### config.mk
export PLATFORM = sky130hd
export DESIGN_NAME = mac_address_list_table_top_flat
export DESIGN_NICKNAME = d
export VERILOG_FILES = /design/src/hw/rtl/mal_pkg.sv /design/src/hw/rtl/mal_req_if.sv /design/src/hw/rtl/mal_rsp_if.sv /design/src/hw/rtl/mal_ram.sv /design/src/hw/rtl/mal_ctrl.sv /design/src/hw/rtl/mac_address_list_table_top.sv /design/src/flat_wrapper.sv
export SDC_FILE = /design/constraint.sdc
export NUM_CORES = 1
export LEC_CHECK = 0
export BUFFER_PORTS_ARGS = -buffer_cell sky130_fd_sc_hd__buf_2
export CAP_MARGIN = 20
export CELL_PAD_IN_SITES_DETAIL_PLACEMENT = 0
export CELL_PAD_IN_SITES_GLOBAL_PLACEMENT = 1
export CORE_MARGIN = 3
export CORE_UTILIZATION = 31
export CTS_CLUSTER_SIZE = 12
export DETAILED_ROUTE_END_ITERATION = 12
export HOLD_SLACK_MARGIN = 0.15
export PLACE_DENSITY = 0.53
export SETUP_SLACK_MARGIN = 0.1
export SYNTH_ARGS = -nofsm -noshare
export SYNTH_HDL_FRONTEND = slang
export SYNTH_SLANG_ARGS = --single-unit
### constraint.sdc
create_clock -name clock -period 8.3 [get_ports clock]
set_clock_uncertainty 0.05 [all_clocks]
set_input_delay 0 -clock clock [delete_from_list [all_inputs] [get_ports clock]]
set_output_delay 0 -clock clock [all_outputs]
set_load 0.05 [all_outputs]
### src/hw/rtl/mal_pkg.sv
// ----------------------------------------------------------------------------
// mal_pkg
// Shared types, constants and helpers for the MAC address list table.
// ----------------------------------------------------------------------------
package mal_pkg;

   localparam int MAX_ENTRIES = 16;
   localparam int IDX_W       = (MAX_ENTRIES > 1) ? $clog2(MAX_ENTRIES) : 1;
   localparam int CNT_W       = $clog2(MAX_ENTRIES + 1);
   localparam int ADDR_W      = 48;

   // action codes
   localparam logic [2:0] ACT_ADD        = 3'd0;
   localparam logic [2:0] ACT_REMOVE     = 3'd1;
   localparam logic [2:0] ACT_QUERY      = 3'd2;
   localparam logic [2:0] ACT_REMOVE_POS = 3'd3;
   localparam logic [2:0] ACT_READ       = 3'd4;
   localparam logic [2:0] ACT_CLEAR      = 3'd5;

   // status codes
   localparam logic [1:0] STATUS_OK   = 2'd0;
   localparam logic [1:0] STATUS_MISS = 2'd1;
   localparam logic [1:0] STATUS_FULL = 2'd2;

   typedef enum logic [2:0] {
      ST_IDLE,
      ST_SEARCH,
      ST_SHIFT,
      ST_READ,
      ST_FINISH
   } mal_state_type;

   typedef struct packed {
      logic [2:0]        action;
      logic [ADDR_W-1:0] address;
      logic [3:0]        position;
   } mal_cmd_type;

   typedef struct packed {
      logic [1:0]        status;
      logic              found;
      logic [3:0]        found_position;
      logic [4:0]        entry_count;
      logic              list_full;
      logic [ADDR_W-1:0] read_address;
   } mal_result_type;

   typedef struct packed {
      logic              rd_en;
      logic [IDX_W-1:0]  rd_addr;
      logic              wr_en;
      logic [IDX_W-1:0]  wr_addr;
      logic [ADDR_W-1:0] wr_data;
   } mal_ram_ctl_type;

   // fit an index or count into the fixed result field widths
   function automatic logic [3:0] pos_field(input logic [31:0] value);
      return value[3:0];
   endfunction

   function automatic logic [4:0] count_field(input logic [31:0] value);
      return value[4:0];
   endfunction

endpackage

### src/hw/rtl/mal_req_if.sv
// ----------------------------------------------------------------------------
// mal_req_if
// Command channel: valid/ready handshake with action, address and position.
// ----------------------------------------------------------------------------
interface mal_req_if;
   logic        valid;
   logic        ready;
   logic [2:0]  action;
   logic [47:0] address;
   logic [3:0]  position;

   modport source (output valid, output action, output address, output position,
                   input ready);
   modport sink   (input valid, input action, input address, input position,
                   output ready);
endinterface

### src/hw/rtl/mal_rsp_if.sv
// ----------------------------------------------------------------------------
// mal_rsp_if
// Response channel: valid/ready handshake with the result fields.
// ----------------------------------------------------------------------------
interface mal_rsp_if;
   logic        valid;
   logic        ready;
   logic [1:0]  status;
   logic        found;
   logic [3:0]  found_position;
   logic [4:0]  entry_count;
   logic        list_full;
   logic [47:0] read_address;

   modport source (output valid, output status, output found, output found_position,
                   output entry_count, output list_full, output read_address,
                   input ready);
   modport sink   (input valid, input status, input found, input found_position,
                   input entry_count, input list_full, input read_address,
                   output ready);
endinterface

### src/hw/rtl/mal_ram.sv
// ----------------------------------------------------------------------------
// mal_ram
// Generic single-write, single-read RAM with registered read data.
// ----------------------------------------------------------------------------
module mal_ram #(
   parameter int WIDTH = 48,
   parameter int DEPTH = 16
) (
   input  logic                                     clock,
   input  logic                                     wr_en,
   input  logic [((DEPTH > 1) ? $clog2(DEPTH) : 1)-1:0] wr_addr,
   input  logic [WIDTH-1:0]                         wr_data,
   input  logic                                     rd_en,
   input  logic [((DEPTH > 1) ? $clog2(DEPTH) : 1)-1:0] rd_addr,
   output logic [WIDTH-1:0]                         rd_data
);

   logic [WIDTH-1:0] mem_ff [DEPTH];
   logic [WIDTH-1:0] rd_data_ff;

   always_ff @(posedge clock) begin
      if (wr_en) begin
         mem_ff[wr_addr] <= wr_data;
      end
      if (rd_en) begin
         rd_data_ff <= mem_ff[rd_addr];
      end
   end

   assign rd_data = rd_data_ff;

endmodule

### src/hw/rtl/mal_ctrl.sv
// ----------------------------------------------------------------------------
// mal_ctrl
// Sequencer: sweeps the entry RAM through one read port and one comparator
// for lookups, and compacts the list after a removal.
// ----------------------------------------------------------------------------
module mal_ctrl (
   input  logic                                clock,
   input  logic                                reset,
   input  logic                                req_valid,
   output logic                                req_ready,
   input  mal_pkg::mal_cmd_type                req_cmd,
   output logic                                done,
   input  logic                                done_ack,
   output mal_pkg::mal_result_type             result,
   output mal_pkg::mal_ram_ctl_type            ram_ctl,
   input  logic [mal_pkg::ADDR_W-1:0]          ram_rd_data
);
   import mal_pkg::*;

   mal_state_type   state_ff, state_in;
   mal_cmd_type     cmd_ff, cmd_in;
   mal_result_type  res_ff, res_in;
   logic [CNT_W-1:0] count_ff, count_in;
   logic [CNT_W-1:0] rd_idx_ff, rd_idx_in;
   logic [IDX_W-1:0] cmp_idx_ff, cmp_idx_in;
   logic             cmp_valid_ff, cmp_valid_in;

   logic hit, issue_avail, sweep_done, pos_ok, list_at_max;

   assign req_ready   = (state_ff == ST_IDLE);
   assign hit         = cmp_valid_ff && (ram_rd_data == cmd_ff.address);
   assign issue_avail = (rd_idx_ff < count_ff);
   assign sweep_done  = !cmp_valid_ff && !issue_avail;
   assign pos_ok      = (32'(req_cmd.position) < 32'(count_ff));
   assign list_at_max = (32'(count_ff) == 32'(MAX_ENTRIES));

   // next state
   always_comb begin
      state_in = state_ff;
      unique case (state_ff)
         ST_IDLE: begin
            if (req_valid) begin
               unique case (req_cmd.action) inside
                  ACT_ADD, ACT_REMOVE, ACT_QUERY: state_in = ST_SEARCH;
                  ACT_REMOVE_POS: state_in = pos_ok ? ST_SHIFT : ST_FINISH;
                  ACT_READ:       state_in = pos_ok ? ST_READ : ST_FINISH;
                  default:        state_in = ST_FINISH;
               endcase
            end
         end
         ST_SEARCH: begin
            if (hit) begin
               state_in = (cmd_ff.action == ACT_REMOVE) ? ST_SHIFT : ST_FINISH;
            end else if (sweep_done) begin
               state_in = ST_FINISH;
            end
         end
         ST_SHIFT:  if (sweep_done) state_in = ST_FINISH;
         ST_READ:   state_in = ST_FINISH;
         ST_FINISH: if (done_ack) state_in = ST_IDLE;
         default:   state_in = ST_IDLE;
      endcase
   end

   // datapath and RAM control
   always_comb begin
      cmd_in       = cmd_ff;
      res_in       = res_ff;
      count_in     = count_ff;
      rd_idx_in    = rd_idx_ff;
      cmp_idx_in   = cmp_idx_ff;
      cmp_valid_in = cmp_valid_ff;
      ram_ctl         = '0;
      ram_ctl.rd_addr = rd_idx_ff[IDX_W-1:0];
      ram_ctl.wr_data = ram_rd_data;

      unique case (state_ff)
         ST_IDLE: begin
            if (req_valid) begin
               cmd_in         = req_cmd;
               res_in         = '0;
               res_in.status  = STATUS_MISS;
               rd_idx_in      = '0;
               cmp_valid_in   = 1'b0;
               unique case (req_cmd.action)
                  ACT_REMOVE_POS: begin
                     if (pos_ok) begin
                        res_in.status         = STATUS_OK;
                        res_in.found_position = req_cmd.position;
                        rd_idx_in             = CNT_W'(req_cmd.position) + CNT_W'(1);
                     end
                  end
                  ACT_READ: begin
                     if (pos_ok) begin
                        ram_ctl.rd_en         = 1'b1;
                        ram_ctl.rd_addr       = IDX_W'(req_cmd.position);
                        res_in.status         = STATUS_OK;
                        res_in.found_position = req_cmd.position;
                     end
                  end
                  ACT_CLEAR: begin
                     count_in      = '0;
                     res_in.status = STATUS_OK;
                  end
                  default: ;
               endcase
            end
         end
         ST_SEARCH: begin
            if (hit) begin
               res_in.status         = STATUS_OK;
               res_in.found          = 1'b1;
               res_in.found_position = pos_field(32'(cmp_idx_ff));
               cmp_valid_in          = 1'b0;
               rd_idx_in             = CNT_W'(cmp_idx_ff) + CNT_W'(1);
            end else if (sweep_done) begin
               if (cmd_ff.action == ACT_ADD) begin
                  if (list_at_max) begin
                     res_in.status = STATUS_FULL;
                  end else begin
                     ram_ctl.wr_en         = 1'b1;
                     ram_ctl.wr_addr       = count_ff[IDX_W-1:0];
                     ram_ctl.wr_data       = cmd_ff.address;
                     res_in.status         = STATUS_OK;
                     res_in.found_position = pos_field(32'(count_ff));
                     count_in              = count_ff + CNT_W'(1);
                  end
               end
            end else begin
               ram_ctl.rd_en = issue_avail;
               if (issue_avail) rd_idx_in = rd_idx_ff + CNT_W'(1);
               cmp_valid_in  = issue_avail;
               cmp_idx_in    = rd_idx_ff[IDX_W-1:0];
            end
         end
         ST_SHIFT: begin
            // read entry i+2 while the previous read, entry i+1, lands in entry i
            if (cmp_valid_ff) begin
               ram_ctl.wr_en   = 1'b1;
               ram_ctl.wr_addr = cmp_idx_ff - IDX_W'(1);
            end
            ram_ctl.rd_en = issue_avail;
            if (issue_avail) rd_idx_in = rd_idx_ff + CNT_W'(1);
            cmp_valid_in  = issue_avail;
            cmp_idx_in    = rd_idx_ff[IDX_W-1:0];
            if (sweep_done) count_in = count_ff - CNT_W'(1);
         end
         ST_READ:   res_in.read_address = ram_rd_data;
         ST_FINISH: ;
         default:   ;
      endcase
   end

   always_comb begin
      result             = res_ff;
      result.entry_count = count_field(32'(count_ff));
      result.list_full   = list_at_max;
   end

   assign done = (state_ff == ST_FINISH);

   always_ff @(posedge clock) begin
      if (reset) begin
         state_ff     <= ST_IDLE;
         count_ff     <= '0;
         rd_idx_ff    <= '0;
         cmp_valid_ff <= 1'b0;
      end else begin
         state_ff     <= state_in;
         count_ff     <= count_in;
         rd_idx_ff    <= rd_idx_in;
         cmp_valid_ff <= cmp_valid_in;
      end
   end

   always_ff @(posedge clock) begin
      cmd_ff     <= cmd_in;
      res_ff     <= res_in;
      cmp_idx_ff <= cmp_idx_in;
   end

   // checks
   a_count_bound: assert property (@(posedge clock) disable iff (reset)
      32'(count_ff) <= 32'(MAX_ENTRIES))
      else $error("entry count above capacity");

   a_write_in_list: assert property (@(posedge clock) disable iff (reset)
      ram_ctl.wr_en |-> 32'(ram_ctl.wr_addr) <= 32'(count_ff))
      else $error("RAM write beyond list end");

   a_full_status: assert property (@(posedge clock) disable iff (reset)
      done && (result.status == STATUS_FULL) |-> result.list_full)
      else $error("full status on a list that is not full");

   a_found_ok: assert property (@(posedge clock) disable iff (reset)
      done && result.found |-> result.status == STATUS_OK)
      else $error("found with non-ok status");

   a_shift_shrinks: assert property (@(posedge clock) disable iff (reset)
      (state_ff == ST_SHIFT) && sweep_done |=> count_ff == $past(count_ff) - CNT_W'(1))
      else $error("removal did not shrink the list");

endmodule

### src/hw/rtl/mac_address_list_table_top.sv
// ----------------------------------------------------------------------------
// mac_address_list_table_top
// Insertion-ordered list of up to MAX_ENTRIES 48-bit MAC addresses.
// ----------------------------------------------------------------------------
// One transaction is handled at a time. Every action that touches the entries
// goes through a single entry RAM with one read and one write port, so the
// time for a sweep follows the list length n. Add, remove by address and
// query sweep the entries one per cycle with one shared 48-bit comparator.
// A removal then compacts the list, moving one entry per cycle. With 16
// entries the slowest case is a remove by address that hits the head: a
// sweep of one entry plus a compaction of 15. A stalled result adds its
// stall on top. The result sits in an output register, so a new transaction
// is taken while the previous result waits to be collected. Entry storage is
// not cleared at reset; only entries below the count are ever read, so no
// clearing pass is needed.
// ----------------------------------------------------------------------------
module mac_address_list_table_top (
   input  logic      clock,
   input  logic      reset,
   mal_req_if.sink   req_chan,
   mal_rsp_if.source rsp_chan
);
   import mal_pkg::*;

   mal_cmd_type      req_cmd;
   mal_result_type   result;
   mal_ram_ctl_type  ram_ctl;
   logic [ADDR_W-1:0] ram_rd_data;
   logic             done, done_ack, slot_free;

   // output register
   mal_result_type   rsp_data_ff, rsp_data_in;
   logic             rsp_valid_ff, rsp_valid_in;

   assign req_cmd.action   = req_chan.action;
   assign req_cmd.address  = req_chan.address;
   assign req_cmd.position = req_chan.position;

   mal_ctrl u_ctrl (
      .clock       (clock),
      .reset       (reset),
      .req_valid   (req_chan.valid),
      .req_ready   (req_chan.ready),
      .req_cmd     (req_cmd),
      .done        (done),
      .done_ack    (done_ack),
      .result      (result),
      .ram_ctl     (ram_ctl),
      .ram_rd_data (ram_rd_data)
   );

   mal_ram #(
      .WIDTH (ADDR_W),
      .DEPTH (MAX_ENTRIES)
   ) u_entries (
      .clock   (clock),
      .wr_en   (ram_ctl.wr_en),
      .wr_addr (ram_ctl.wr_addr),
      .wr_data (ram_ctl.wr_data),
      .rd_en   (ram_ctl.rd_en),
      .rd_addr (ram_ctl.rd_addr),
      .rd_data (ram_rd_data)
   );

   // the sequencer holds its result until the output register can take it
   assign slot_free = !rsp_valid_ff || rsp_chan.ready;
   assign done_ack  = done && slot_free;

   always_comb begin
      rsp_valid_in = rsp_valid_ff;
      rsp_data_in  = rsp_data_ff;
      if (slot_free) begin
         rsp_valid_in = done;
         if (done) rsp_data_in = result;
      end
   end

   always_ff @(posedge clock) begin
      if (reset) begin
         rsp_valid_ff <= 1'b0;
      end else begin
         rsp_valid_ff <= rsp_valid_in;
      end
   end

   always_ff @(posedge clock) begin
      rsp_data_ff <= rsp_data_in;
   end

   assign rsp_chan.valid          = rsp_valid_ff;
   assign rsp_chan.status         = rsp_data_ff.status;
   assign rsp_chan.found          = rsp_data_ff.found;
   assign rsp_chan.found_position = rsp_data_ff.found_position;
   assign rsp_chan.entry_count    = rsp_data_ff.entry_count;
   assign rsp_chan.list_full      = rsp_data_ff.list_full;
   assign rsp_chan.read_address   = rsp_data_ff.read_address;

endmodule
### src/flat_wrapper.sv
// flat-port wrapper written by rule: the top's interface ports become plain ports
module mac_address_list_table_top_flat import mal_pkg::*;
  (clock, reset, req_chan_valid, req_chan_action, req_chan_address, req_chan_position, req_chan_ready, rsp_chan_valid, rsp_chan_status, rsp_chan_found, rsp_chan_found_position, rsp_chan_entry_count, rsp_chan_list_full, rsp_chan_read_address, rsp_chan_ready);
  mal_req_if req_chan_i ();
  mal_rsp_if rsp_chan_i ();
  input  logic clock;
  input  logic reset;
  input wire logic [$bits(req_chan_i.valid)-1:0] req_chan_valid;
  input wire logic [$bits(req_chan_i.action)-1:0] req_chan_action;
  input wire logic [$bits(req_chan_i.address)-1:0] req_chan_address;
  input wire logic [$bits(req_chan_i.position)-1:0] req_chan_position;
  output wire logic [$bits(req_chan_i.ready)-1:0] req_chan_ready;
  output wire logic [$bits(rsp_chan_i.valid)-1:0] rsp_chan_valid;
  output wire logic [$bits(rsp_chan_i.status)-1:0] rsp_chan_status;
  output wire logic [$bits(rsp_chan_i.found)-1:0] rsp_chan_found;
  output wire logic [$bits(rsp_chan_i.found_position)-1:0] rsp_chan_found_position;
  output wire logic [$bits(rsp_chan_i.entry_count)-1:0] rsp_chan_entry_count;
  output wire logic [$bits(rsp_chan_i.list_full)-1:0] rsp_chan_list_full;
  output wire logic [$bits(rsp_chan_i.read_address)-1:0] rsp_chan_read_address;
  input wire logic [$bits(rsp_chan_i.ready)-1:0] rsp_chan_ready;
  assign req_chan_i.valid = req_chan_valid;
  assign req_chan_i.action = req_chan_action;
  assign req_chan_i.address = req_chan_address;
  assign req_chan_i.position = req_chan_position;
  assign req_chan_ready = req_chan_i.ready;
  assign rsp_chan_valid = rsp_chan_i.valid;
  assign rsp_chan_status = rsp_chan_i.status;
  assign rsp_chan_found = rsp_chan_i.found;
  assign rsp_chan_found_position = rsp_chan_i.found_position;
  assign rsp_chan_entry_count = rsp_chan_i.entry_count;
  assign rsp_chan_list_full = rsp_chan_i.list_full;
  assign rsp_chan_read_address = rsp_chan_i.read_address;
  assign rsp_chan_i.ready = rsp_chan_ready;
  mac_address_list_table_top u_core (.clock(clock), .reset(reset), .req_chan(req_chan_i), .rsp_chan(rsp_chan_i));
endmodule
# Word-level counts from Yosys, hierarchy flattened

Memories as Yosys holds them, arrays and structs flattened. A register that Yosys moved wholly into a read port is not among the register bits.
Cells that the tools add are included.

Bits in registers: 186
Bits in writable memories: 768
Memories: 1

Add/sub/neg operators: 6
Magnitude comparators: 2
Eq/ne operators: 26
Multiplexer cells: 63
Reductions and logical operators: 26

Memory list:

| memory                  | depth | width | read ports | clocked after memory_dff | write ports | RTL line      | source |
|---|---|---|---|---|---|---|---|
| u_core.u_entries.mem_ff | 16    | 48    | 1          | 1                        | 1           | mal_ram.sv:18 | `logic [WIDTH-1:0] mem_ff [DEPTH];` |

Operators with widths:

| operator              | number |
|---|---|
| $mux W53              | 4 |
| $pmux W48 S2          | 1 |
| $mux W5               | 17 |
| $mux W61              | 1 |
| $eq A48 B48 Y1        | 1 |
| $mux W48              | 1 |
| $mux W4               | 9 |
| $pmux W5 S3           | 2 |
| $mux W3               | 7 |
| $ne A2 B2 Y1 const B  | 9 |
| $pmux W3 S5           | 1 |
| $pmux W7 S2           | 1 |
| $eq A3 B2 Y1 const B  | 4 |
| $ne A3 B3 Y1 const B  | 4 |
| $add A4 B1 Y5 const B | 2 |
| $add A5 B1 Y5 const B | 2 |
| $pmux W5 S2           | 1 |
| $eq A3 B1 Y1 const B  | 3 |
| $eq A3 B3 Y1 const B  | 3 |
| $logic_not A3 Y1      | 3 |
| $mux W1               | 9 |
| $pmux W3 S3           | 1 |
| $reduce_and A3 Y1     | 3 |
| $mux W2               | 4 |
| other kinds (20)      | 30 |

# Longest topological paths before layout

Gate-level depths: netlist of run 1.

Word-level depth: 8
Gate-level depth with buffers: 14

# Cells and area by module

A second synthesis of run 1 with hierarchy kept.

Cell total of the unflattened synthesis: 1848
Area, all modules: 38863.5 um^2

By module, submodules not included:

| module                     | times used | cells an instance | area each (um^2) |
|---|---|---|---|
| mal_ram                    | 1          | 1242              | 30175.2 |
| mal_ctrl                   | 1          | 540               | 6801.5 |
| mac_address_list_table_top | 1          | 66                | 1886.8 |

# Least setup slack after synthesis of run 1

Ideal clock, no wire load.

Kind: register to register
Start: reg u_core.u_ctrl.count_ff[4]
End: mem u_core.u_entries.mem_ff[0][0] (enable)
Library setup time: 454 ps
Arrival time: 4814 ps
Slack: 2982 ps
Stages on the path, launching flop included: 14
Buffers on the path: 6
Path through: dfxtp_1 > buf_2 > clkbuf_1 > clkbuf_1 > buf_1 > inv_1 > ha_1 > nor2_1 > nor4_2 > nand2_1 > buf_2 > buf_2 > a21o_1 > nor2_1

Cells in the longest elaborated chain, start to end: 8
Elaborated cells on any way between the ends: 11
Those cells by class: order compare (1); eq/ne (1); mux (7); reduce/logical (2)

Ends and longest elaborated chain:

| element                                         | RTL line                        | source |
|---|---|---|
| start: declaration                              | mal_ctrl.sv:23                  | `logic [CNT_W-1:0] count_ff, count_in;` |
| start signal: assignment                        | mal_ctrl.sv:170                 | `count_ff <= count_in;` |
| $lt A5 B5 Y1 or $eq A5 B5 Y1 (tied branches)    | mal_ctrl.sv:32, mal_ctrl.sv:35  |  |
| $logic_not A1 Y1 or $mux W53 (tied branches)    | mal_ctrl.sv:33, mal_ctrl.sv:118 |  |
| $logic_and A1 B1 Y1 or $mux W53 (tied branches) | mal_ctrl.sv:33, mal_ctrl.sv:117 |  |
| $mux W53 *                                      | mal_ctrl.sv:116                 | `end else if (sweep_done) begin` |
| $mux W53 *                                      | mal_ctrl.sv:110                 | `if (hit) begin` |
| $pmux W5 S2 *                                   | mal_ctrl.sv:77                  | `unique case (state_ff)` |
| $mux W1                                         | mal_ram.sv:22                   | `if (wr_en) begin` |
| $mux W1 (implied by the code)                   | mal_ram.sv:23                   | `mem_ff[wr_addr] <= wr_data;` |
| end: declaration                                | mal_ram.sv:18                   |  |

Every way passes the cells marked *; elsewhere a longest branch is shown, timed or not.

# Worst setup path in the final report of run 1

Start: reg u_core.u_ctrl.count_ff[4]
End: mem u_core.u_entries.mem_ff[9][23] (enable)

The elaborated chain is that of the path after synthesis.

==> flow_metrics.py, run 1 <==
metrics = {
    "status": {
        "status": "complete, but fails checks",
        "violations": "slew limit",
    },
    "synthesis": {
        "ys.warnings.count": 0,
        "muxShareOfSynthArea": 0.0112,
        "yosys.area.top_type": "edfxtp_1",
        "synth_fa_ha_area_frac": 0.00376,
        "synth-compound-area-share": 0.106,
        "synth_cell_types": 67,
        "synth_most_common_cell": "edfxtp_1",
        "syn_nets": 4593,
        "synth_area_leaders": "edfxtp_1, nand4_1, o221ai_1",
        "ys_ff_latch": 1002,
        "synth_edf_count": 987,
        "async_flop_share": 0,
        "yosysTopAreaCellShare": 0.571,
        "synthesis.area_sq_um": 51900,
        "seq_area_frac_synth": 0.576,
        "synth_cells": 4519,
        "synthSimpleGateAreaFrac": 0.249,
        "synth_top_family_by_area": "simple AND/OR/NAND/NOR gates",
        "syn_area_per_cell_sq_um": 11.5,
        "synth_common_cells": "edfxtp_1, nand4_1, and2_1, nand3_1, nor2b_1",
        "ys.flop_type": "edfxtp_1",
        "synth_xor_area_frac": 0.00927,
    },
    "cts": {
        "cts_root_buffer": "clkbuf_16",
        "cts_buffer_depth": 3,
        "clkSlewWorstSetupHoldPaths_ns": 0.06,
        "clock-sinks": 1002,
        "post-cts-setup-buffers": 0,
        "cts_inserted_buffers": 120,
        "holdBufCountCts": 114,
        "h-tree-depth": 3,
        "tritoncts": "done",
        "clkLatencyLatePin_ns": 0.76,
        "ctsResizeCount": 0,
    },
    "timing": {
        "tightestPinTransition_ns": 1.58,
        "fin_tns_setup_ns": 0,
        "fin_hold_ws_ns": 0.267,
        "fin_crit_sh": 0.591,
        "finalHoldViolCount": 0,
        "maxSlewViolCount": 44,
        "fin_crit_ns": 4.91,
        "setup-violations-final": 0,
        "rsz0062_at_grt": "false",
        "slew_headroom": -0.0539,
        "fmax_mhz": 204,
        "fin_ws_ns": 3.39,
    },
    "layout": {
        "drive_gt1_frac": 0.103,
        "area_growth_pct": 14.0,
        "nets": 4501,
        "stdcell_count": 6724,
    },
    "setup_path": {
        "worst_setup_path_start_kind": "flop",
        "max_stage_delay_ns": 0.85,
        "critical-path-slowest-cell": "dfxtp_4",
        "path_common_cell": "buf_4",
        "cp-end-kind": "flop",
        "cp_cell_sequence": "inv_1, ha_1, a211o_1, a31oi_1, nor4_2, a21oi_1, nand2b_1, nor2_4, buf_4, buf_4",
        "path_class": "reg2reg",
        "required_ns": 8.62,
        "path_buf_inv": 3,
        "cp_top_family": "buffers and inverters",
        "path_max_fanout": 46,
        "arrival_ns": 5.22,
    },
    "die": {
        "start_util": 0.313,
        "dieArea_sq_um": 172000,
        "die_height_um": 415,
        "core_sq_um": 166000,
        "io_pins": 122,
        "die_w_um": 415,
        "rows": 149,
    },
    "global_route": {
        "grt_overflow_total": 0,
        "grt_max_degree": 213,
        "gr-usage-all-layers": 0.223,
        "grt_pass1_vias": 40000,
        "antenna_found_initial": 7,
        "grt_pass1_wl_um": 289000,
    },
    "power": {
        "ir_drop_v": 0.000171,
        "p_leak_nw": 18.8,
        "power_density_nw_per_um2": 198,
    },
    "drt": {
        "vias_per_cell": 6.14,
        "avgRoutedWirePerCell_um": 29.6,
        "antenna_violating_nets_post_route": 0,
        "drt_wl_total_um": 199000,
        "routed-via-count": 41300,
        "drt_first_iter_violations": 4053,
        "drc_errors": 0,
        "dr.pass1.iters": 5,
    },
    "placed_design": {
        "place_inst": 6379,
        "portBuffers": 121,
        "hpwl_um": 98000,
        "place_ws_ns": 3.30,
        "gp_congestion": 0.795,
    },
    "worst_hold_path": {
        "worstHoldPathType": "in2reg",
    },
    "job": {
        "maxCapViolCount": 0,
    },
}
registers in the layout, summed over array words and instances, names as in the netlist, 3 cells and up:
register,count
u_core.u_ctrl.result,55
u_core.u_ctrl.state_ff,3
u_core.u_ctrl.cmp_idx_ff,4
u_core.u_ctrl.cmd_ff,51
u_core.u_ctrl.count_ff,5
u_core.u_entries.mem_ff,768
u_core.u_ctrl.rd_idx_ff,5
u_core.u_entries.rd_data,48
u_core.rsp_chan.found_position,4
u_core.rsp_chan.read_address,48
u_core.rsp_chan.entry_count,5
cell families (layout without fill, tap and decap cells):
logic type                 Yosys count  count (layout)
AOI/OAI and AO/OA                  665             665
xor gates and xnor gates            55              55
adders and majority gates           15              15
buffers and inverters              556             570
DFF                               1002            1002
muxes                               52              52
other                                0               2
and+or+nand+nor                   2174            2174
layout by cell type (no fill, tap or decap), drive strengths merged, types with 114 or more instances in the layout:
master	instances
and2	432
nand3	403
buf	209
a22oi	196
o221ai	384
nor2b	387
nand4	829
clkbuf	158
dlygate4sd3	114
edfxtp	987
final timing paths:
check	depth (start not counted)	start	slack (ns)	to
worst max register to register	10	u_core.u_ctrl.count_ff[4]	3.39	u_core.u_entries.mem_ff[9][23]
worst min-delay path	4	req_chan_valid	0.27	u_core.u_ctrl.state_ff[0]
worst max-delay path	10	u_core.u_ctrl.count_ff[4]	3.39	u_core.u_entries.mem_ff[9][23]
worst min register to register	0	u_core.u_ctrl.result[38]	0.37	u_core.rsp_chan.read_address[38]
per-stage QoR:
| step | instance area, sq um | util | power [W] |
|---|---|---|---|
| 2_1_floorplan | 51900 | - | 0.00623 |
| 3_3_place_gp | 54100 | 0.327 | 0.00653 |
| 3_5_place_dp | 54200 | 0.327 | 0.00653 |
| 4_1_cts | 59200 | 0.357 | 0.0118 |
| 5_1_grt | 59200 | 0.357 | 0.0121 |
| 6_report | 59200 | 0.357 | 0.0117 |
per-layer routing:
layer | track usage | vias up | share of wire
met5 | 0 | - | 0
met4 | 0.0722 | 0 | 0.029
met3 | 0.0306 | 299 | 0.059
met2 | 0.359 | 1541 | 0.47
met1 | 0.310 | 21500 | 0.44
li1 | - | 17900 | -
power breakdown:
part	leakage, nW	internal [W]	switching [W]
clock	1.88	0.00302	0.00221
sequential	9.10	0.00563	0.0000661
combinational	7.78	0.000202	0.000569
total	18.8	0.00886	0.00285
worst reg2reg max path: stages, from the launching register on:
cell	delay [ns]
dfxtp_4	0.85
inv_1	0.12
ha_1	0.23
a211o_1	0.22
a31oi_1	0.50
nor4_2	0.22
a21oi_1	0.30
nand2b_1	0.29
nor2_4	0.46
buf_4	0.69
buf_4	0.59
layout make-up:
class	instances	area (sq um)
clock inverter	70	667
multi-input combinational	2961	19900
antenna	2	5.00
timing repair buffer	323	2620
clock buffer	158	3210
tap	2189	2740
sequential	1002	29900
inverter	19	85.1
fill	16000	107000
No activity file was read; power rests on OpenSTA's default activity.
==> run 2, diff against run 1 <==
--- a/config.mk
+++ b/config.mk
@@ -14,7 +14,7 @@
 export CTS_CLUSTER_SIZE = 12
 export DETAILED_ROUTE_END_ITERATION = 12
 export HOLD_SLACK_MARGIN = 0.15
-export PLACE_DENSITY = 0.53
+export PLACE_DENSITY = 0.55
 export SETUP_SLACK_MARGIN = 0.1
 export SYNTH_ARGS = -nofsm -noshare
 export SYNTH_HDL_FRONTEND = slang
==> constraint.sdc (replaced) <==
create_clock -name clock -period 4.3 [get_ports clock]
set_clock_uncertainty 0.05 [all_clocks]
set_input_delay 0 -clock clock [delete_from_list [all_inputs] [get_ports clock]]
set_output_delay 0 -clock clock [all_outputs]
set_load 0.05 [all_outputs]
==> run 2 against run 1 <==
Global-route usage is 0.34 points lower. Critical path type unchanged. Design area is 1.4% higher. Largest power group unchanged. Wire length down 1.8%. The flow now finishes without violations.
==> flow_metrics.py, run 2 (same netlist as run 1, synthesis figures left out) <==
metrics = {
    "status": {
        "status": "finished clean",
    },
    "cts": {
        "clkLatencyLatePin_ns": 0.76,
        "tritoncts": "done",
        "h-tree-depth": 3,
        "cts_inserted_buffers": 114,
        "cts_root_buffer": "clkbuf_16",
        "clkSlewWorstSetupHoldPaths_ns": 0.07,
        "cts_buffer_depth": 3,
        "clock-sinks": 1002,
    },
    "timing": {
        "maxSlewViolCount": 0,
        "tightestPinTransition_ns": 1.41,
        "fin_crit_sh": 0.902,
        "setup-violations-final": 0,
        "slew_headroom": 0.0600,
        "rsz0062_at_grt": "false",
        "finalHoldViolCount": 0,
        "fmax_mhz": 258,
        "fin_crit_ns": 3.88,
    },
    "global_route": {
        "grt_overflow_total": 0,
        "grt_pass1_vias": 40300,
        "gr-usage-all-layers": 0.220,
        "grt_pass1_wl_um": 286000,
        "grt_max_degree": 193,
        "antenna_found_initial": 4,
    },
    "setup_path": {
        "cp_cell_sequence": "buf_12, nand3b_4, buf_12, buf_12, nand4_1, nand3_1, a22oi_1, nand4_1",
        "cp-end-kind": "flop",
        "r2r_start": "u_core.u_ctrl.count_ff[4]",
        "critPathLaunch": "u_core.u_ctrl.count_ff[4]",
        "max_stage_delay_ns": 0.55,
        "path_common_cell": "buf_12",
        "reg2reg_slack_ns": 0.42,
        "path_class": "reg2reg",
        "arrival_ns": 4.23,
        "worst_setup_path_start_kind": "flop",
        "required_ns": 4.65,
        "path_max_fanout": 146,
        "critical-path-slowest-cell": "buf_12",
    },
    "drt": {
        "vias_per_cell": 6.08,
        "antenna_violating_nets_post_route": 0,
        "routed-via-count": 41200,
        "dr.pass1.iters": 5,
        "drc_errors": 0,
        "avgRoutedWirePerCell_um": 28.9,
        "drt_wl_total_um": 196000,
        "drt_first_iter_violations": 4077,
    },
    "layout": {
        "fin_util": 0.362,
        "top_register": "u_core.u_entries.mem_ff",
        "drive_gt1_frac": 0.112,
        "stdcell_count": 6764,
        "layout_common_cells": "edfxtp_1, nand4_1, and2_1, nand3_1, nor2b_1",
        "fill_cells": 15900,
        "multiInputGateArea_sq_um": 19900,
        "nets": 4555,
        "area_growth_pct": 15.5,
        "largest_reg_flops": 768,
        "regArea_sq_um": 29900,
        "layout_commonest_cell": "edfxtp_1",
    },
    "placed_design": {
        "portBuffers": 121,
        "hpwl_um": 99900,
        "gp_congestion": 0.783,
        "place_inst": 6439,
    },
    "die": {
        "rows": 149,
        "core_sq_um": 166000,
        "dieArea_sq_um": 172000,
        "die_w_um": 415,
        "start_util": 0.313,
        "die_height_um": 415,
        "io_pins": 122,
    },
    "power": {
        "power_density_nw_per_um2": 366,
        "internal_power_w": 0.0166,
        "power_frac_seq": 0.501,
        "switching_share": 0.244,
        "clkPwrFrac": 0.429,
        "p_comb_frac": 0.070,
        "p_switching_w": 0.00535,
        "ir_drop_v": 0.000366,
        "p_leak_nw": 19.1,
    },
    "worst_hold_path": {
        "min_from": "req_chan_valid",
        "worstHoldPathType": "in2reg",
    },
    "job": {
        "maxCapViolCount": 0,
    },
}
## run 2: through the flow
stage / cell area [sq um] / setup WS [ns] / power (W) / hold slack (ns) / TNS (ns)
final: 60000 / 0.422 / 0.0219 / 0.275 / 0
after floorplan: 52000 / -0.221 / 0.0120 / 0.0331 / -91.20
after global routing: 60000 / 0.294 / 0.0226 / 0.297 / 0
after CTS: 60000 / 0.453 / 0.0222 / 0.203 / 0
after global placement: 55300 / 0.589 / 0.0126 / 0.127 / 0
after detailed placement: 55300 / 0.570 / 0.0127 / 0.128 / 0
## run 2: per-layer routing
metal | routed length, um | part of all wire | up-vias | global-route usage
li1 | - | - | 18000 | -
met1 | 86400 | 0.44 | 21300 | 0.301
met2 | 90700 | 0.46 | 1575 | 0.352
met3 | 11500 | 0.059 | 312 | 0.0297
met4 | 7070 | 0.036 | 0 | 0.0849
met5 | 0 | 0 | - | 0
## run 2: final cells by class
type	count	share of cell area
clock buffers	152	0.0499
flip-flops and latches	1002	0.499
multi-input cells	2961	0.332
repair buffers	383	0.0630
clock inverters	54	0.00851
well taps	2189	0.0456
diodes	4	0.000167
inverters	19	0.00133
## run 2: final timing paths
check / to / cells past startpoint
hold / removal: u_core.u_ctrl.state_ff[0] / 4
setup / recovery: u_core.u_entries.rd_data[36] / 8
setup reg to reg: u_core.u_entries.rd_data[36] / 8
hold reg to reg: u_core.rsp_chan.read_address[45] / 0
## run 2: power by group through the flow
| stage | Sequential [W] | Combinational, W | Clock (W) |
|---|---|---|---|
| after global placement | 0.0112 | 0.00145 | 0 |
| after global routing | 0.0110 | 0.00164 | 0.0100 |
| after floorplan | 0.0113 | 0.000740 | 0 |
| after detailed placement | 0.0112 | 0.00146 | 0 |
| final | 0.0110 | 0.00154 | 0.00941 |
| after CTS | 0.0110 | 0.00154 | 0.00963 |
## run 2: timing repair
item / CTS / global route
setup buffers: 0 / 0
hold buffers: 115 / 0
endpoints found under the hold margin: 164 / 0
gates resized for setup: 0 / 0
## run 2: worst max-delay path, delay by kind of cell (launching register included)
| family | cells | cell delay [ns] |
|---|---|---|
| simple gates | 4 | 1.09 |
| buf+inv | 3 | 1.29 |
| compound gates | 1 | 0.33 |
| flops | 1 | 0.35 |
